**config.mk**
```make
export PLATFORM = sky130hd
export DESIGN_NAME = utf8_case_fold_token_filter
export DESIGN_NICKNAME = d
export VERILOG_FILES = /design/src/design/ucf_pkg.sv /design/src/design/ucf_front.sv /design/src/design/ucf_queue.sv /design/src/design/ucf_back.sv /design/src/design/utf8_case_fold_token_filter.sv
export SDC_FILE = /design/constraint.sdc
export NUM_CORES = 1
export LEC_CHECK = 0
export BUFFER_PORTS_ARGS = -buffer_cell sky130_fd_sc_hd__buf_2
export CELL_PAD_IN_SITES_DETAIL_PLACEMENT = 1
export CELL_PAD_IN_SITES_GLOBAL_PLACEMENT = 1
export CORE_ASPECT_RATIO = 1.4
export CORE_MARGIN = 4
export CORE_UTILIZATION = 25
export DETAILED_ROUTE_END_ITERATION = 7
export PLACE_DENSITY_LB_ADDON = 0.05
export SETUP_SLACK_MARGIN = 0.15
export SLEW_MARGIN = 30
export SYNTH_ARGS = -nofsm -noshare
export SYNTH_HDL_FRONTEND = slang
export SYNTH_SLANG_ARGS = --single-unit
```
**constraint.sdc**
```tcl
create_clock -name clk -period 7.8 [get_ports clk]
set_clock_uncertainty 0.1 [all_clocks]
set_input_delay 0.78 -clock clk [delete_from_list [all_inputs] [get_ports clk]]
set_output_delay 0.78 -clock clk [all_outputs]
set_load 0.01 [all_outputs]
```
**src/design/ucf_pkg.sv**
```systemverilog
// Shared types and constants for the UTF-8 case-fold token filter.
// No dependencies; used by the front decoder, the job queue and the back serializer.
`default_nettype none

package ucf_pkg;

  localparam logic [7:0] SPACE_BYTE = 8'h20;

  localparam int QUEUE_DEPTH = 4;
  localparam int QPTR_W      = $clog2(QUEUE_DEPTH);
  localparam int QFILL_W     = $clog2(QUEUE_DEPTH + 1);

  // One decoded input word: nsp spaces, then up to two token bytes.
  // cnt is the total number of result words (1..4).
  typedef struct packed {
    logic [2:0] cnt;
    logic [1:0] nsp;
    logic [7:0] b0;
    logic [7:0] b1;
    logic       last;
  } job_t;

endpackage

`default_nettype wire

```
**src/design/ucf_front.sv**
```systemverilog
// Front part: UTF-8 decode, case fold and classification into jobs.
// Depends on ucf_pkg (job_t, SPACE_BYTE).
`default_nettype none

module ucf_front (
  input  wire logic          clk,
  input  wire logic          rst_n,
  input  wire logic          in_valid,
  output      logic          in_ready,
  input  wire logic [7:0]    in_byte,
  input  wire logic          in_last,
  input  wire logic          q_full,
  output      logic          push,
  output      ucf_pkg::job_t push_job
);

  typedef struct packed {
    logic [1:0] n;
    logic [7:0] b0;
    logic [7:0] b1;
  } emit_t;

  // Lowercase a code point and pick its output bytes.
  function automatic emit_t ucf_emit(input logic [20:0] cp_in);
    logic [20:0] cp;
    emit_t       e;
    cp = cp_in;
    if (cp >= 21'h41 && cp <= 21'h5A) begin
      cp = cp + 21'h20;
    end else if (cp >= 21'h410 && cp <= 21'h42F) begin
      cp = cp + 21'h20;
    end else if (cp == 21'h401) begin
      cp = 21'h451;
    end
    if ((cp >= 21'h30 && cp <= 21'h39) || (cp >= 21'h61 && cp <= 21'h7A)) begin
      e.n  = 2'd1;
      e.b0 = cp[7:0];
      e.b1 = ucf_pkg::SPACE_BYTE;
    end else if ((cp >= 21'h430 && cp <= 21'h44F) || cp == 21'h451) begin
      e.n  = 2'd2;
      e.b0 = {3'b110, cp[10:6]};
      e.b1 = {2'b10, cp[5:0]};
    end else begin
      e.n  = 2'd1;
      e.b0 = ucf_pkg::SPACE_BYTE;
      e.b1 = ucf_pkg::SPACE_BYTE;
    end
    return e;
  endfunction

  logic [1:0]  needed_r, needed_nxt;
  logic [1:0]  count_r, count_nxt;
  logic [20:0] accum_r, accum_nxt;

  logic        accept;
  logic        is_cont;
  logic [1:0]  cnt_inc;
  logic [20:0] acc_sh;
  logic        lead_go;
  logic [1:0]  nsp;
  emit_t       tail;

  assign in_ready = !q_full;
  assign accept   = in_valid && in_ready;
  assign is_cont  = (in_byte[7:6] == 2'b10);
  assign cnt_inc  = count_r + 2'd1;
  assign acc_sh   = {accum_r[14:0], in_byte[5:0]};

  always_comb begin
    needed_nxt = needed_r;
    count_nxt  = count_r;
    accum_nxt  = accum_r;
    nsp        = 2'd0;
    tail       = '{n: 2'd0, b0: ucf_pkg::SPACE_BYTE, b1: ucf_pkg::SPACE_BYTE};
    lead_go    = 1'b0;

    if (needed_r != 2'd0) begin
      if (is_cont) begin
        if (cnt_inc == needed_r) begin
          tail       = ucf_emit(acc_sh);
          needed_nxt = 2'd0;
          count_nxt  = 2'd0;
          accum_nxt  = '0;
        end else if (in_last) begin
          // truncated: one space for the lead and each continuation so far
          nsp = cnt_inc + 2'd1;
        end else begin
          count_nxt = cnt_inc;
          accum_nxt = acc_sh;
        end
      end else begin
        // broken sequence: spill held bytes, then treat this one as a lead
        nsp        = count_r + 2'd1;
        needed_nxt = 2'd0;
        count_nxt  = 2'd0;
        accum_nxt  = '0;
        lead_go    = 1'b1;
      end
    end else begin
      lead_go = 1'b1;
    end

    if (lead_go) begin
      priority if (!in_byte[7]) begin
        tail = ucf_emit({13'd0, in_byte});
      end else if (in_byte[7:5] == 3'b110 || in_byte[7:4] == 4'b1110 ||
                   in_byte[7:3] == 5'b11110) begin
        if (in_last) begin
          tail.n = 2'd1;
        end else begin
          count_nxt = 2'd0;
          priority if (in_byte[7:5] == 3'b110) begin
            needed_nxt = 2'd1;
            accum_nxt  = {16'd0, in_byte[4:0]};
          end else if (in_byte[7:4] == 4'b1110) begin
            needed_nxt = 2'd2;
            accum_nxt  = {17'd0, in_byte[3:0]};
          end else begin
            needed_nxt = 2'd3;
            accum_nxt  = {18'd0, in_byte[2:0]};
          end
        end
      end else begin
        tail.n = 2'd1;
      end
    end

    if (in_last) begin
      needed_nxt = 2'd0;
      count_nxt  = 2'd0;
      accum_nxt  = '0;
    end
  end

  always_comb begin
    push_job.cnt  = {1'b0, nsp} + {1'b0, tail.n};
    push_job.nsp  = nsp;
    push_job.b0   = tail.b0;
    push_job.b1   = tail.b1;
    push_job.last = in_last;
  end

  // drop words that produce nothing
  assign push = accept && (push_job.cnt != 3'd0);

  always_ff @(posedge clk) begin
    if (!rst_n) begin
      needed_r <= 2'd0;
      count_r  <= 2'd0;
      accum_r  <= '0;
    end else if (accept) begin
      needed_r <= needed_nxt;
      count_r  <= count_nxt;
      accum_r  <= accum_nxt;
    end
  end

endmodule

`default_nettype wire

```
**src/design/ucf_queue.sv**
```systemverilog
// Short job queue between the front decoder and the back serializer.
// Depends on ucf_pkg (job_t, QUEUE_DEPTH and pointer widths).
`default_nettype none

module ucf_queue (
  input  wire logic          clk,
  input  wire logic          rst_n,
  input  wire logic          push,
  input  wire ucf_pkg::job_t push_job,
  output      logic          full,
  output      logic          head_valid,
  output      ucf_pkg::job_t head_job,
  input  wire logic          pop
);

  ucf_pkg::job_t                   slot_r [ucf_pkg::QUEUE_DEPTH];
  logic [ucf_pkg::QPTR_W-1:0]      wr_ptr_r, rd_ptr_r;
  logic [ucf_pkg::QFILL_W-1:0]     fill_r;

  assign full       = (fill_r == ucf_pkg::QFILL_W'(ucf_pkg::QUEUE_DEPTH));
  assign head_valid = (fill_r != '0);
  assign head_job   = slot_r[rd_ptr_r];

  always_ff @(posedge clk) begin
    if (!rst_n) begin
      wr_ptr_r <= '0;
      rd_ptr_r <= '0;
      fill_r   <= '0;
    end else begin
      if (push) begin
        wr_ptr_r <= wr_ptr_r + 1'b1;
      end
      if (pop) begin
        rd_ptr_r <= rd_ptr_r + 1'b1;
      end
      unique case ({push, pop})
        2'b10:   fill_r <= fill_r + 1'b1;
        2'b01:   fill_r <= fill_r - 1'b1;
        default: fill_r <= fill_r;
      endcase
    end
  end

  always_ff @(posedge clk) begin
    if (push) begin
      slot_r[wr_ptr_r] <= push_job;
    end
  end

endmodule

`default_nettype wire

```
**src/design/ucf_back.sv**
```systemverilog
// Back part: serializes the queue head job into result words, one per cycle while out_ready allows.
// Depends on ucf_pkg (job_t, SPACE_BYTE).
`default_nettype none

module ucf_back (
  input  wire logic          clk,
  input  wire logic          rst_n,
  input  wire logic          head_valid,
  input  wire ucf_pkg::job_t head_job,
  output      logic          pop,
  output      logic          out_valid,
  input  wire logic          out_ready,
  output      logic [7:0]    out_byte,
  output      logic          out_last
);

  logic [1:0] idx_r;
  logic       out_valid_r;
  logic [7:0] out_byte_r;
  logic       out_last_r;

  logic       load;
  logic       take;
  logic       at_end;
  logic [7:0] sel_byte;

  assign load   = !out_valid_r || out_ready;
  assign take   = load && head_valid;
  assign at_end = ({1'b0, idx_r} == (head_job.cnt - 3'd1));
  assign pop    = take && at_end;

  always_comb begin
    priority if (idx_r < head_job.nsp) begin
      sel_byte = ucf_pkg::SPACE_BYTE;
    end else if (idx_r == head_job.nsp) begin
      sel_byte = head_job.b0;
    end else begin
      sel_byte = head_job.b1;
    end
  end

  always_ff @(posedge clk) begin
    if (!rst_n) begin
      out_valid_r <= 1'b0;
      idx_r       <= 2'd0;
    end else if (load) begin
      out_valid_r <= head_valid;
      if (head_valid) begin
        idx_r <= at_end ? 2'd0 : idx_r + 2'd1;
      end
    end
  end

  always_ff @(posedge clk) begin
    if (take) begin
      out_byte_r <= sel_byte;
      out_last_r <= head_job.last && at_end;
    end
  end

  assign out_valid = out_valid_r;
  assign out_byte  = out_byte_r;
  assign out_last  = out_last_r;

endmodule

`default_nettype wire

```
**src/design/utf8_case_fold_token_filter.sv**
```systemverilog
// Top level of the UTF-8 case-fold token filter: front decoder, job queue, back serializer.
// Depends on ucf_pkg, ucf_front, ucf_queue and ucf_back.
//
//   channel  ports                          direction  word
//   in       in_valid in_ready in_byte in_last   in    one raw UTF-8 byte
//   out      out_valid out_ready out_byte out_last out one normalized byte
//
// The front takes one byte per cycle while the four-entry job queue has room.
// The back sends one result byte per cycle while out_ready is high; a byte that yields up to four
// results holds the queue head until its last result is taken.
// A result passes from its accepted byte through a queue slot and then the output register.
// Synchronous active-low reset clears decode state, queue and output register.
`default_nettype none

module utf8_case_fold_token_filter (
  input  wire logic       clk,
  input  wire logic       rst_n,
  input  wire logic       in_valid,
  output      logic       in_ready,
  input  wire logic [7:0] in_byte,
  input  wire logic       in_last,
  output      logic       out_valid,
  input  wire logic       out_ready,
  output      logic [7:0] out_byte,
  output      logic       out_last
);

  logic          q_full;
  logic          push;
  ucf_pkg::job_t push_job;
  logic          head_valid;
  ucf_pkg::job_t head_job;
  logic          pop;

  ucf_front u_front (
    .clk      (clk),
    .rst_n    (rst_n),
    .in_valid (in_valid),
    .in_ready (in_ready),
    .in_byte  (in_byte),
    .in_last  (in_last),
    .q_full   (q_full),
    .push     (push),
    .push_job (push_job)
  );

  ucf_queue u_queue (
    .clk        (clk),
    .rst_n      (rst_n),
    .push       (push),
    .push_job   (push_job),
    .full       (q_full),
    .head_valid (head_valid),
    .head_job   (head_job),
    .pop        (pop)
  );

  ucf_back u_back (
    .clk        (clk),
    .rst_n      (rst_n),
    .head_valid (head_valid),
    .head_job   (head_job),
    .pop        (pop),
    .out_valid  (out_valid),
    .out_ready  (out_ready),
    .out_byte   (out_byte),
    .out_last   (out_last)
  );

endmodule

`default_nettype wire

```
# Yosys cells after proc, flatten, opt, wreduce, memory -nomap -nowiden

Memory sizes are Yosys's and may differ from the RTL's. A register that Yosys moved wholly into a read port is not among the register bits.
Cells that the tools add are included.

Input bits: 13
Logic and storage cells: 141
Memories: 1
Register bits: 44
RAM bits: 88

$add $sub $neg: 11
Mux-type cells: 59
Equal/unequal tests: 13
$lt $le $gt $ge: 19
Reduce and logical (&&, ||, !) cells: 28

Memory list:

| memory         | depth | width | read ports | clocked after Yosys merged registers in | wr ports | RTL line        | RTL |
|---|---|---|---|---|---|---|---|
| u_queue.slot_r | 4     | 22    | 1          | 1                                       | 1        | ucf_queue.sv:16 | `ucf_pkg::job_t slot_r [ucf_pkg::QUEUE_DEPTH];` |

Operators with widths:

| operator              | number |
|---|---|
| $mux 21               | 17 |
| $mux 18               | 8 |
| $eq 21x11->1 const B  | 3 |
| $ge 21x11->1 const B  | 3 |
| $ge 21x7->1 const B   | 3 |
| $le 21x11->1 const B  | 3 |
| $le 21x7->1 const B   | 3 |
| $mux 2                | 25 |
| $ge 21x6->1 const B   | 2 |
| $le 21x6->1 const B   | 2 |
| $add 21x6->21 const B | 1 |
| $mux 16               | 1 |
| $logic_and 1x1->1     | 14 |
| $add 2x1->2 const B   | 5 |
| $add 8x6->9 const B   | 1 |
| $ge 8x7->1 const B    | 1 |
| $le 8x7->1 const B    | 1 |
| $mux 8                | 1 |
| $logic_or 1x1->1      | 7 |
| $eq 3x3->1 const B    | 2 |
| $pmux 3 s2            | 1 |
| $reduce_bool 3->1     | 2 |
| $sub 3x1->3 const B   | 2 |
| $eq 5x5->1 const B    | 1 |
| 13 further kinds      | 21 |

# Depth between registers and ports, before layout

Gate-level depths: netlist of run 1.

Depth after elaboration: 24
Depth in mapped cells: 23

# Modules after synthesis

Synthesis of run 1 repeated with hierarchy kept, for this count alone.

Cell total of the unflattened synthesis: 469
Area total of the unflattened synthesis: 6269.8 µm²

Modules (own cells, without submodules):

| module    | seq. area each (µm²) | times used | cells each | area each (µm²) |
|---|---|---|---|---|
| ucf_queue | 2822.7               | 1          | 156        | 3621.0 |
| ucf_front | 380.4                | 1          | 250        | 2001.9 |
| ucf_back  | 330.3                | 1          | 63         | 646.9 |

# Worst setup path after synthesis of run 1

OpenSTA, ideal clock, no wires.

Kind: input -> register
Start point: input in_byte[3]
End point: register u_queue.fill_r[2] (netlist name)
Slack: 2570 ps
Setup time: 76 ps
Required time: 7624 ps
Path buffers: 0
Cell stages on the path: 21
Arrival: 5054 ps
Cells stage by stage: or3_4 -> or3_1 -> a22o_1 -> nand2_2 -> nand2_2 -> mux2i_1 -> a211oi_2 -> nor3_1 -> o22ai_1 -> ha_1 -> inv_1 -> fa_1 -> inv_1 -> o311a_1 -> inv_1 -> ha_1 -> inv_1 -> fa_1 -> xor2_1 -> or3_1 -> a21boi_0

RTL lines:

| item                   | RTL line                          | RTL |
|---|---|---|
| start: declaration     | utf8_case_fold_token_filter.sv:20 | `input wire logic [7:0] in_byte,` |
| end signal: assignment | ucf_queue.sv:37                   | `2'b10: fill_r <= fill_r + 1'b1;` |
| end signal: assignment | ucf_queue.sv:38                   | `2'b01: fill_r <= fill_r - 1'b1;` |
| end signal: assignment | ucf_queue.sv:39                   | `default: fill_r <= fill_r;` |
| end: declaration       | ucf_queue.sv:18                   | `logic [ucf_pkg::QFILL_W-1:0] fill_r;` |

==> results of run 1 <==
==> per-layer routing <==
metal  global-route usage, %  wire length [µm]  vias to the layer above
met3                    3.14               336                       24
li1                        -                 -                     1841
met5                       0                 0                        -
met2                    24.0              8930                       42
met1                    13.4              6340                     1961
met4                    5.84               544                        0
==> cells in the mapped netlist, types with 3 or more instances <==
cell,count
edfxtp_1,93
dfxtp_1,31
nor2b_1,27
inv_1,26
nand2_1,23
mux4_2,21
nor2_1,19
clkbuf_1,18
o21ai_0,17
ha_1,16
and2_1,15
nor3_1,15
a22oi_1,14
a21oi_1,13
nand3_1,11
o22ai_1,9
xnor2_1,8
mux2i_1,5
a21boi_0,4
nor4_1,4
or3_1,4
xor2_1,4
a211oi_1,3
a21o_1,3
a31oi_1,3
a32oi_1,3
and3b_1,3
and4_1,3
nor4_4,3
==> where the power goes <==
group	leakage, nW	total [mW]	internal (mW)	switching [mW]
logic	1.03	0.442	0.182	0.260
clock network	0.280	0.770	0.493	0.277
registers	1.15	0.828	0.803	0.0252
total	2.46	2.04	1.48	0.562
==> registers in the layout, summed over array words and instances, names as in the netlist, named ones only <==
name and count:
u_back.idx_r 2, u_queue.wr_ptr_r 2, u_queue.slot_r 84, u_queue.rd_ptr_r 2, u_queue.fill_r 3, u_back.out_last 1
u_front.accum_r 15, u_front.count_r 2, u_back.out_byte 8, u_front.needed_r 2, u_back.out_valid 1
==> per-stage QoR <==
stage / cell area [µm²] / hold slack [ps] / total power, mW / setup slack (ps)
6_report: 7070 / 376 / 2.04 / 2280
4_1_cts: 7070 / 381 / 2.09 / 2230
2_1_floorplan: 6020 / 377 / 1.15 / 2570
5_1_grt: 7070 / 405 / 2.17 / 1840
3_3_place_gp: 6500 / 361 / 1.30 / 1970
3_5_place_dp: 6510 / 372 / 1.30 / 1800
==> final cells by class <==
type | instances | area share [%]
Sequential cell | 124 | 48.3
Multi-Input combinational cell | 295 | 34.3
Clock buffer | 20 | 6.18
Tap cell | 306 | 5.42
Timing Repair Buffer | 32 | 2.58
Clock inverter | 11 | 1.79
Inverter | 28 | 1.49
==> cells by family after synthesis <==
family,share of synthesized area [%]
buffers and inverters,3.28
flip-flops,56.7
AND/OR/NAND/NOR,14.4
adder cells (fa/ha/maj),3.99
AO/OA/AOI/OAI,11.0
multiplexers,8.88
XOR/XNOR,1.75
==> cells in the final DEF, fill, tap and decap left out, types with 17 or more instances in the layout <==
master	netlist	routed
edfxtp_1	93	93
dfxtp_1	31	31
nor2b_1	27	27
inv_1	26	26
nand2_1	23	23
buf_2	2	23
mux4_2	21	21
nor2_1	19	19
o21ai_0	17	17
clkbuf_16	0	17
==> worst register-to-register path, stage by stage, from the launching register on <==
cell and delay [ps]:
dfxtp_1 560, inv_1 240, ha_1 230, nand2_1 60, a31oi_1 100, o32ai_2 420, nand2_2 180, mux2i_1 220
a211oi_2 150, nor4_4 580, inv_2 140, fa_1 530, inv_1 80, o311a_1 430, inv_1 90, ha_1 180
inv_1 60, fa_1 370, xor2_1 160, or3_1 310, a21boi_0 160
==> path summary, 6_finish.rpt <==
path	endpoint	slack, ps	cells past startpoint
min	u_back.out_valid	380	2
max	u_queue.fill_r[2]	2280	21
min reg2reg	u_back.out_valid	380	2
max reg2reg	u_queue.fill_r[2]	2350	20
==> key figures, run 1 <==
Run status
  • Status: complete, no violations

Setup path
  • Crit path launch: in_byte[5]
  • CP delay by family, top: adder cells
  • CP arrival: 5760 ps
  • Origin of the critical flop-to-flop path: u_front.accum_r[0]
  • CP bufs+invs: 6
  • Cell mode on critical path: inv_1
  • Slowest stage delay, CP: 580 ps
  • CP Max Fanout: 14
  • Slowest-stage cell, CP: nor4_4
  • Worst EP required: 8040 ps
  • Crit-path cells: buf_2 -> inv_1 -> ha_1 -> nand2_1 -> a31oi_1 -> o32ai_2 -> nand2_2 -> mux2i_1 -> a211oi_2 -> nor4_4 -> inv_2 -> fa_1 -> inv_1 -> o311a_1 -> inv_1 -> ha_1 -> inv_1 -> fa_1 -> xor2_1 -> or3_1 -> a21boi_0
  • Startpoint Class: primary input
  • CP endpoint kind: flop
  • Setup CP Type: in2reg

Global route
  • Vias in the first global route: 4243
  • GR Util All Layers: 12.8%
  • Largest net degree at the start of global routing: 30
  • Initial antenna violation count: 0
  • Total grt overflow: 0
  • First-pass GRT wire length: 25300 µm

CTS
  • TritonCTS Buffers: 17
  • Post-CTS Setup Inserts: 0
  • Sink Count: 124
  • Post-CTS resize count: 0
  • Later-pin clock latency in the skew report: 420 ps
  • Hold-fix buffers, CTS: 0
  • CTS tree: built
  • Clk buf depth: 2
  • Clk slew on worst S/H paths: 50 ps
  • H-tree level count: 4
  • Clock root cell: clkbuf_16

Synthesis
  • Post-synth net total: 500
  • Area leader, netlist: edfxtp_1
  • Main flop type after synthesis: edfxtp_1
  • Cell variety after synth: 69
  • Synth warn: 0
  • Number of flops mapped to enable cells by yosys: 93
  • Post-Syn Area per Cell: 12.8 µm²
  • Post-synth top area share: 46.4%
  • Synthesized flop and latch total: 124
  • Seq/Total Area, Yosys: 56.7%
  • Synth top area cells: edfxtp_1, dfxtp_1, mux4_2, ha_1, nor2b_1
  • FFs w/ async S/R, synth: 0%
  • Syn Inst Count: 469
  • Synthesized area: 6020 µm²

Floorplan
  • Die H: 192 µm
  • Initial core utilization: 25.7%
  • Core Area: 23500 µm²
  • Die area: 26700 µm²
  • Die Span X: 139 µm
  • Top Ports: 24
  • Site Rows: 66

Timing
  • Slew Limit Fails: 0
  • Final Hold Fails: 0
  • Crit path time final: 5520 ps
  • Worst slew pin tran: 747 ps
  • RSZ-0062 raised after global routing: false
  • Sum of negative setup slack: 0 ps
  • Tcrit/Tclk final: 70.8%
  • Final Setup Violations: 0
  • Fmax achieved: 181 MHz
  • Worst slew margin: 48.9%

Worst hold path
  • Worst hold path class: reg2reg
  • HP Start: u_back.out_valid

Power
  • Peak supply drop: 0.149 mV
  • Lkg Pwr: 2.46 nW
  • PwrDens: 289 nW/µm²

Drt
  • Routed via count: 3868
  • # DRC: 0
  • Antenna viol nets, final: 0
  • DR vias/cell: 4.74
  • WL final: 16100 µm
  • 1st-iter DRT viols: 108
  • WL per Instance: 19.8 µm
  • Initial DRT Pass Iterations: 4

Final layout
  • Layout cell share with drive strength beyond 1: 19.4%
  • Final instance count without filler cells: 816
  • Layout area overhead: 17.5%
  • N_diodes: 0
  • Nets@finish: 529
  • Fillers: 2536
  • Multi-input combinational cell area: 2420 µm²
  • Register area: 3410 µm²
  • Post-layout util: 30.1%

Placed design
  • Placed Cells: 785
  • Final RePlAce weighted congestion: 0.856
  • DP HPWL: 11500 µm
  • PortBufs: 23

Job
  • Max-Cap Viols: 0
(Power assumes the default switching activity.)
==> run 2: changes to the inputs <==
Clock period 7.8 ns to 4.5 ns, I/O delays scaled along.
==> run 2 against run 1 <==
Net effect:
- the flow now finishes with violations (setup timing)
- clock power rose by 77%
- die area did not move
- routed wire length rose by 7.0%
- final area rose by 15%
- non-clock buffer count rose by 88
- sequential share of layout area fell by 6.2 points
- cell count rose by 11%
- global-route usage rose by 0.44 points
- register-to-register slack got worse by 2500 ps
- flip-flop and latch count did not move
- critical path depth rose by 4
- via count rose by 8.2%
==> key figures, run 2 (synthesis results as in run 1) <==
Final layout
  • Nets@finish: 617 (was 529)
  • N_diodes: 0 (unchanged)
  • Post-route cell area: 8120 µm² (was 7070 µm²)
  • Post-layout util: 34.6% (was 30.1%)
  • Commonest cells after routing, fill and taps aside: edfxtp_1, buf_4, dfxtp_1 (was edfxtp_1, dfxtp_1, nor2b_1)
  • Largest register FFs: 84 (unchanged)
  • Commonest non-fill, non-tap cell in the layout: edfxtp_1 (unchanged)
  • Largest Register: u_queue.slot_r (unchanged)
  • Layout area overhead: 34.8% (was 17.5%)
  • Layout cell share with drive strength beyond 1: 34.7% (was 19.4%)

CTS
  • Later-pin clock latency in the skew report: 420 ps (about the same)
  • Clock root cell: clkbuf_16 (unchanged)
  • Clk buf depth: 2 (unchanged)
  • TritonCTS Buffers: 17 (unchanged)
  • Clk slew on worst S/H paths: 60 ps (was 50 ps)
  • H-tree level count: 4 (unchanged)
  • CTS tree: built (unchanged)
  • Sink Count: 124 (unchanged)

Timing
  • Worst slew pin tran: 835 ps (was 747 ps)
  • Final Setup Violations: 1 (was 0)
  • Final Hold Fails: 0 (unchanged)
  • Worst hold slack: 230 ps (was 376 ps)
  • Slew Limit Fails: 0 (unchanged)
  • Fmax achieved: 216 MHz
  • Sum of negative setup slack: -123 ps (was 0 ps)
  • Worst slew margin: 42.9% (was 48.9%)
  • Setup WS post-layout: -123 ps (was 2280 ps)
  • Tcrit/Tclk final: 103%
  • RSZ-0062 raised after global routing: true (was false)
  • Crit path time final: 4620 ps

Setup path
  • Slowest-stage cell, CP: fa_1 (was nor4_4)
  • Worst EP required: 4750 ps (was 8040 ps)
  • CP bufs+invs: 11 (was 6)
  • Startpoint Class: flop (was primary input)
  • CP endpoint kind: flop (unchanged)
  • Setup CP Type: reg2reg (was in2reg)
  • Worst Reg-to-Reg Cells: 25 (was 20)
  • CP Max Fanout: 4 (was 14)
  • WP depth: 25 (was 21)
  • Slowest stage delay, CP: 530 ps (was 580 ps)
  • Cell mode on critical path: inv_2 (was inv_1)
  • CP delay by family, top: simple AND/OR/NAND/NOR gates (was adder cells)
  • CP arrival: 4870 ps (was 5760 ps)

Floorplan
  • Die area: 26700 µm² (unchanged)
  • Die H: 192 µm (unchanged)
  • Site Rows: 66 (unchanged)
  • Top Ports: 24 (unchanged)
  • Initial core utilization: 25.7% (unchanged)
  • Core Area: 23500 µm² (unchanged)
  • Die Span X: 139 µm (unchanged)

Global route
  • Vias in the first global route: 4559 (was 4243)
  • GR Util All Layers: 13.2% (was 12.8%)
  • Total grt overflow: 0 (unchanged)
  • Largest net degree at the start of global routing: 30 (unchanged)
  • First-pass GRT wire length: 26400 µm (was 25300 µm)
  • Initial antenna violation count: 0 (unchanged)

Placed design
  • Placed cell areas: 7070 µm² (was 6510 µm²)
  • Final RePlAce weighted congestion: 0.770 (was 0.856)
  • PortBufs: 23 (unchanged)
  • DP HPWL: 11900 µm (was 11500 µm)

Worst hold path
  • Worst hold path class: in2reg (was reg2reg)
  • Hold path cells: 4 (was 2)

Job
  • Max-Cap Viols: 0 (unchanged)

Drt
  • DR vias/cell: 4.63 (was 4.74)
  • Initial DRT Pass Iterations: 5 (was 4)
  • Antenna viol nets, final: 0 (unchanged)
  • WL final: 17300 µm (was 16100 µm)
  • 1st-iter DRT viols: 137 (was 108)
  • # DRC: 0 (unchanged)
  • WL per Instance: 19.1 µm (was 19.8 µm)
  • Routed via count: 4186 (was 3868)

Power
  • Final Power: 3.72 mW (was 2.04 mW)
  • Peak supply drop: 0.283 mV (was 0.149 mV)
  • PwrDens: 458 nW/µm² (was 289 nW/µm²)
  • Lkg Pwr: 3.00 nW (was 2.46 nW)

Run status
  • Status: complete, but fails checks (was complete, no violations)
  • Failing checks: setup timing
## run 2: final cells by class
type,count,area (µm²)
Clock buffer,19,433
Clock inverter,13,150
Fill cell,2533,15300
Inverter,28,105
Multi-Input combinational cell,295,2510
Sequential cell,124,3410
Tap cell,306,383
Timing Repair Buffer,120,1120
## run 2: through the flow
stage,instances,worst slack [ps]
4_1_cts,893,-201
6_report,905,-123
3_3_place_gp,849,-310
2_1_floorplan,469,-169
5_1_grt,905,-366
3_5_place_dp,849,-402
## run 2: layer usage
metal | GRT usage [%] | share of wire, % | vias up
met5 | 0 | 0 | -
met4 | 5.01 | 2.6 | 0
met3 | 2.57 | 2.0 | 25
met2 | 25.7 | 57 | 46
met1 | 14.0 | 39 | 2097
li1 | - | - | 2018
## run 2: path summary, 6_finish.rpt
path,start,to,slack [ps]
worst max register to register,u_front.accum_r[7],u_queue.fill_r[2],-120
worst min register to register,u_back.out_valid,u_back.out_valid,390
worst max-delay path,u_front.accum_r[7],u_queue.fill_r[2],-120
worst min-delay path,out_ready,u_back.out_valid,230
## run 2: worst min-delay path: cells and delay by family
| kind | cells | cell delay (ps) |
|---|---|---|
| AND/OR/NAND/NOR | 1 | 60 |
| buffers and inverters | 2 | 120 |
| AO/OA/AOI/OAI | 1 | 70 |
## run 2: what timing repair did
| action | 4_1_cts | 5_1_grt |
|---|---|---|
| gates cloned | 4 | 7 |
| hold buffers | 0 | 0 |
| gates resized for setup | 23 | 6 |
| setup buffers | 8 | 5 |
| endpoints found under the setup margin | 85 | 87 |
| pin swaps | 13 | 2 |
## run 2: report_power, final
group	total, mW	switching, mW	internal [mW]
clock network	1.36	0.499	0.863
logic	0.905	0.476	0.429
registers	1.45	0.0574	1.39
total	3.72	1.03	2.68
==> run 3: changes to the inputs <==
Settings changed: TNS_END_PERCENT from default to 5.
==> run 3 against run 2 <==
Net effect:
- the flow still finishes with violations (setup timing)
- cell count down 0.66%
- sequential share of layout area rose by 0.83 points
- count of clock-buffer cells in the layout unchanged
- clock power barely moved
- first-iteration DRC count increased by 4.4%
- final area fell by 1.9%
- die area stayed put
- highest routed layer unchanged
- sequential power is essentially flat
- non-clock buffer count is 6 lower
==> key figures, run 3 (synthesis results as in run 1) <==
Run status
  • Status: complete, but fails checks (unchanged)
  • Failing checks: setup timing (unchanged)

Worst hold path
  • Worst hold path class: in2reg (unchanged)
  • Hold path cells: 4 (unchanged)
  • Hold EP: u_back.out_valid (unchanged)
  • HP Start: out_ready (unchanged)

Setup path
  • Slowest-stage cell, CP: fa_1 (unchanged)
  • CP delay by family, top: simple AND/OR/NAND/NOR gates (unchanged)
  • Slowest stage delay, CP: 530 ps (about the same)
  • Startpoint Class: flop (unchanged)
  • Worst EP required: 4750 ps (about the same)
  • CP bufs+invs: 11 (unchanged)
  • Cell mode on critical path: inv_2 (unchanged)
  • Origin of the critical flop-to-flop path: u_front.accum_r[7] (unchanged)
  • CP Max Fanout: 4 (unchanged)
  • Worst flop-to-flop path endpoint: u_queue.fill_r[2] (unchanged)
  • CP endpoint kind: flop (unchanged)
  • Crit path launch: u_front.accum_r[7] (unchanged)
  • Setup CP Type: reg2reg (unchanged)
  • CP arrival: 4880 ps (was 4870 ps)
  • R2R Setup Slk: -130 ps (was -120 ps)
  • Worst Reg-to-Reg Cells: 25 (unchanged)

Final layout
  • Largest register FFs: 84 (unchanged)
  • Register area: 3410 µm² (unchanged)
  • Post-route cell area: 7960 µm² (was 8120 µm²)
  • Commonest non-fill, non-tap cell in the layout: edfxtp_1 (unchanged)
  • Layout area overhead: 32.2% (was 34.8%)
  • Final instance count without filler cells: 899 (was 905)
  • Layout cell share with drive strength beyond 1: 34.1% (was 34.7%)
  • Fillers: 2545 (was 2533)
  • Largest Register: u_queue.slot_r (unchanged)
  • Multi-input combinational cell area: 2510 µm² (unchanged)
  • Nets@finish: 611 (was 617)
  • Commonest cells after routing, fill and taps aside: edfxtp_1, buf_4, dfxtp_1 (unchanged)
  • N_diodes: 0 (unchanged)
  • Post-layout util: 33.9% (was 34.6%)

Timing
  • Fmax achieved: 216 MHz (about the same)
  • Worst slew margin: 42.9% (about the same)
  • Final Setup Violations: 1 (unchanged)
  • RSZ-0062 raised after global routing: true (unchanged)
  • Final Hold Fails: 0 (unchanged)
  • Sum of negative setup slack: -130 ps (was -123 ps)
  • Tcrit/Tclk final: 103% (about the same)
  • Crit path time final: 4630 ps (was 4620 ps)
  • Setup WS post-layout: -130 ps (was -123 ps)
  • Worst hold slack: 227 ps (was 230 ps)
  • Slew Limit Fails: 0 (unchanged)
  • Worst slew pin tran: 835 ps (about the same)

CTS
  • CTS tree: built (unchanged)
  • Hold-fix buffers, CTS: 0 (unchanged)
  • Clk buf depth: 2 (unchanged)
  • Sink Count: 124 (unchanged)
  • H-tree level count: 4 (unchanged)
  • Clock root cell: clkbuf_16 (unchanged)
  • TritonCTS Buffers: 17 (unchanged)
  • Later-pin clock latency in the skew report: 420 ps (about the same)
  • Clk slew on worst S/H paths: 60 ps (about the same)

Floorplan
  • Die area: 26700 µm² (unchanged)
  • Die Span X: 139 µm (unchanged)
  • Top Ports: 24 (unchanged)
  • Die H: 192 µm (unchanged)
  • Site Rows: 66 (unchanged)
  • Core Area: 23500 µm² (unchanged)
  • Initial core utilization: 25.7% (unchanged)

Placed design
  • Placed Cells: 849 (unchanged)
  • Placed cell areas: 7070 µm² (unchanged)
  • DP HPWL: 11900 µm (unchanged)
  • Final RePlAce weighted congestion: 0.770 (unchanged)
  • PortBufs: 23 (unchanged)
  • Pre-CTS setup slack: -402 ps (unchanged)

Global route
  • Total grt overflow: 0 (unchanged)
  • First-pass GRT wire length: 25900 µm (was 26400 µm)
  • Initial antenna violation count: 0 (unchanged)
  • GR Util All Layers: 12.9% (was 13.2%)
  • Largest net degree at the start of global routing: 30 (unchanged)
  • Vias in the first global route: 4533 (was 4559)

Drt
  • Initial DRT Pass Iterations: 4 (was 5)
  • # DRC: 0 (unchanged)
  • DR vias/cell: 4.61 (was 4.63)
  • 1st-iter DRT viols: 143 (was 137)
  • Routed via count: 4143 (was 4186)
  • Antenna viol nets, final: 0 (unchanged)
  • WL final: 16900 µm (was 17300 µm)
  • WL per Instance: 18.8 µm (was 19.1 µm)

Job
  • Max-Cap Viols: 0 (unchanged)

Power
  • PwrDens: 463 nW/µm² (was 458 nW/µm²)
  • Peak supply drop: 0.280 mV (was 0.283 mV)
  • Final Power: 3.68 mW (was 3.72 mW)
  • Lkg Pwr: 2.93 nW (was 3.00 nW)
[run 3: cell types whose count changed in the layout (fill, tap and decap cells not counted), sizes merged]
cell    change
buf         -3
clkbuf      -3
[run 3: power breakdown]
group	total, mW	internal, mW	leakage [nW]	switching, mW
Combinational	0.871	0.406	1.50	0.465
Clock	1.36	0.862	0.282	0.501
Sequential	1.45	1.39	1.15	0.0576
Total	3.68	2.66	2.93	1.02
[run 3: how the worst max path moves through the flow]
stage | endpoint | slack (ps) | depth (start not counted)
after global placement | u_queue.fill_r[2] | -310 | 23
final | u_queue.fill_r[2] | -130 | 25
after floorplan | u_queue.fill_r[2] | -170 | 21
after detailed placement | u_queue.fill_r[2] | -400 | 22
after global routing | u_queue.fill_r[2] | -370 | 21
after CTS | u_queue.fill_r[2] | -200 | 24
[run 3: tightest hold or removal path, stage by stage]
cell and delay [ps]:
buf_2 80, inv_1 40, nand2_1 60, a21boi_0 70
[run 3: area by class of cell]
cell class	count	area share [%]
clock buffer	19	5.44
clock inverter	13	1.89
inverter	28	1.32
multi-input combinational	295	31.6
sequential	124	42.9
tap	306	4.81
timing repair buffer	114	12.1
[run 3: timing repair]
item / CTS / global route
gates resized for setup: 17 / 6
buffers inserted: 8 / 5
setup endpoints to repair: 85 / 87
cloned: 1 / 4
pin swaps: 10 / 3
[run 3: metal layers]
metal  track usage, %  vias to the layer above  routed length [µm]
met3             2.57                       22                 352
met1             14.0                     2070                6560
met5                0                        -                   0
met4             5.01                        0                 327
met2             24.4                       44                9640
li1                 -                     2007                   -
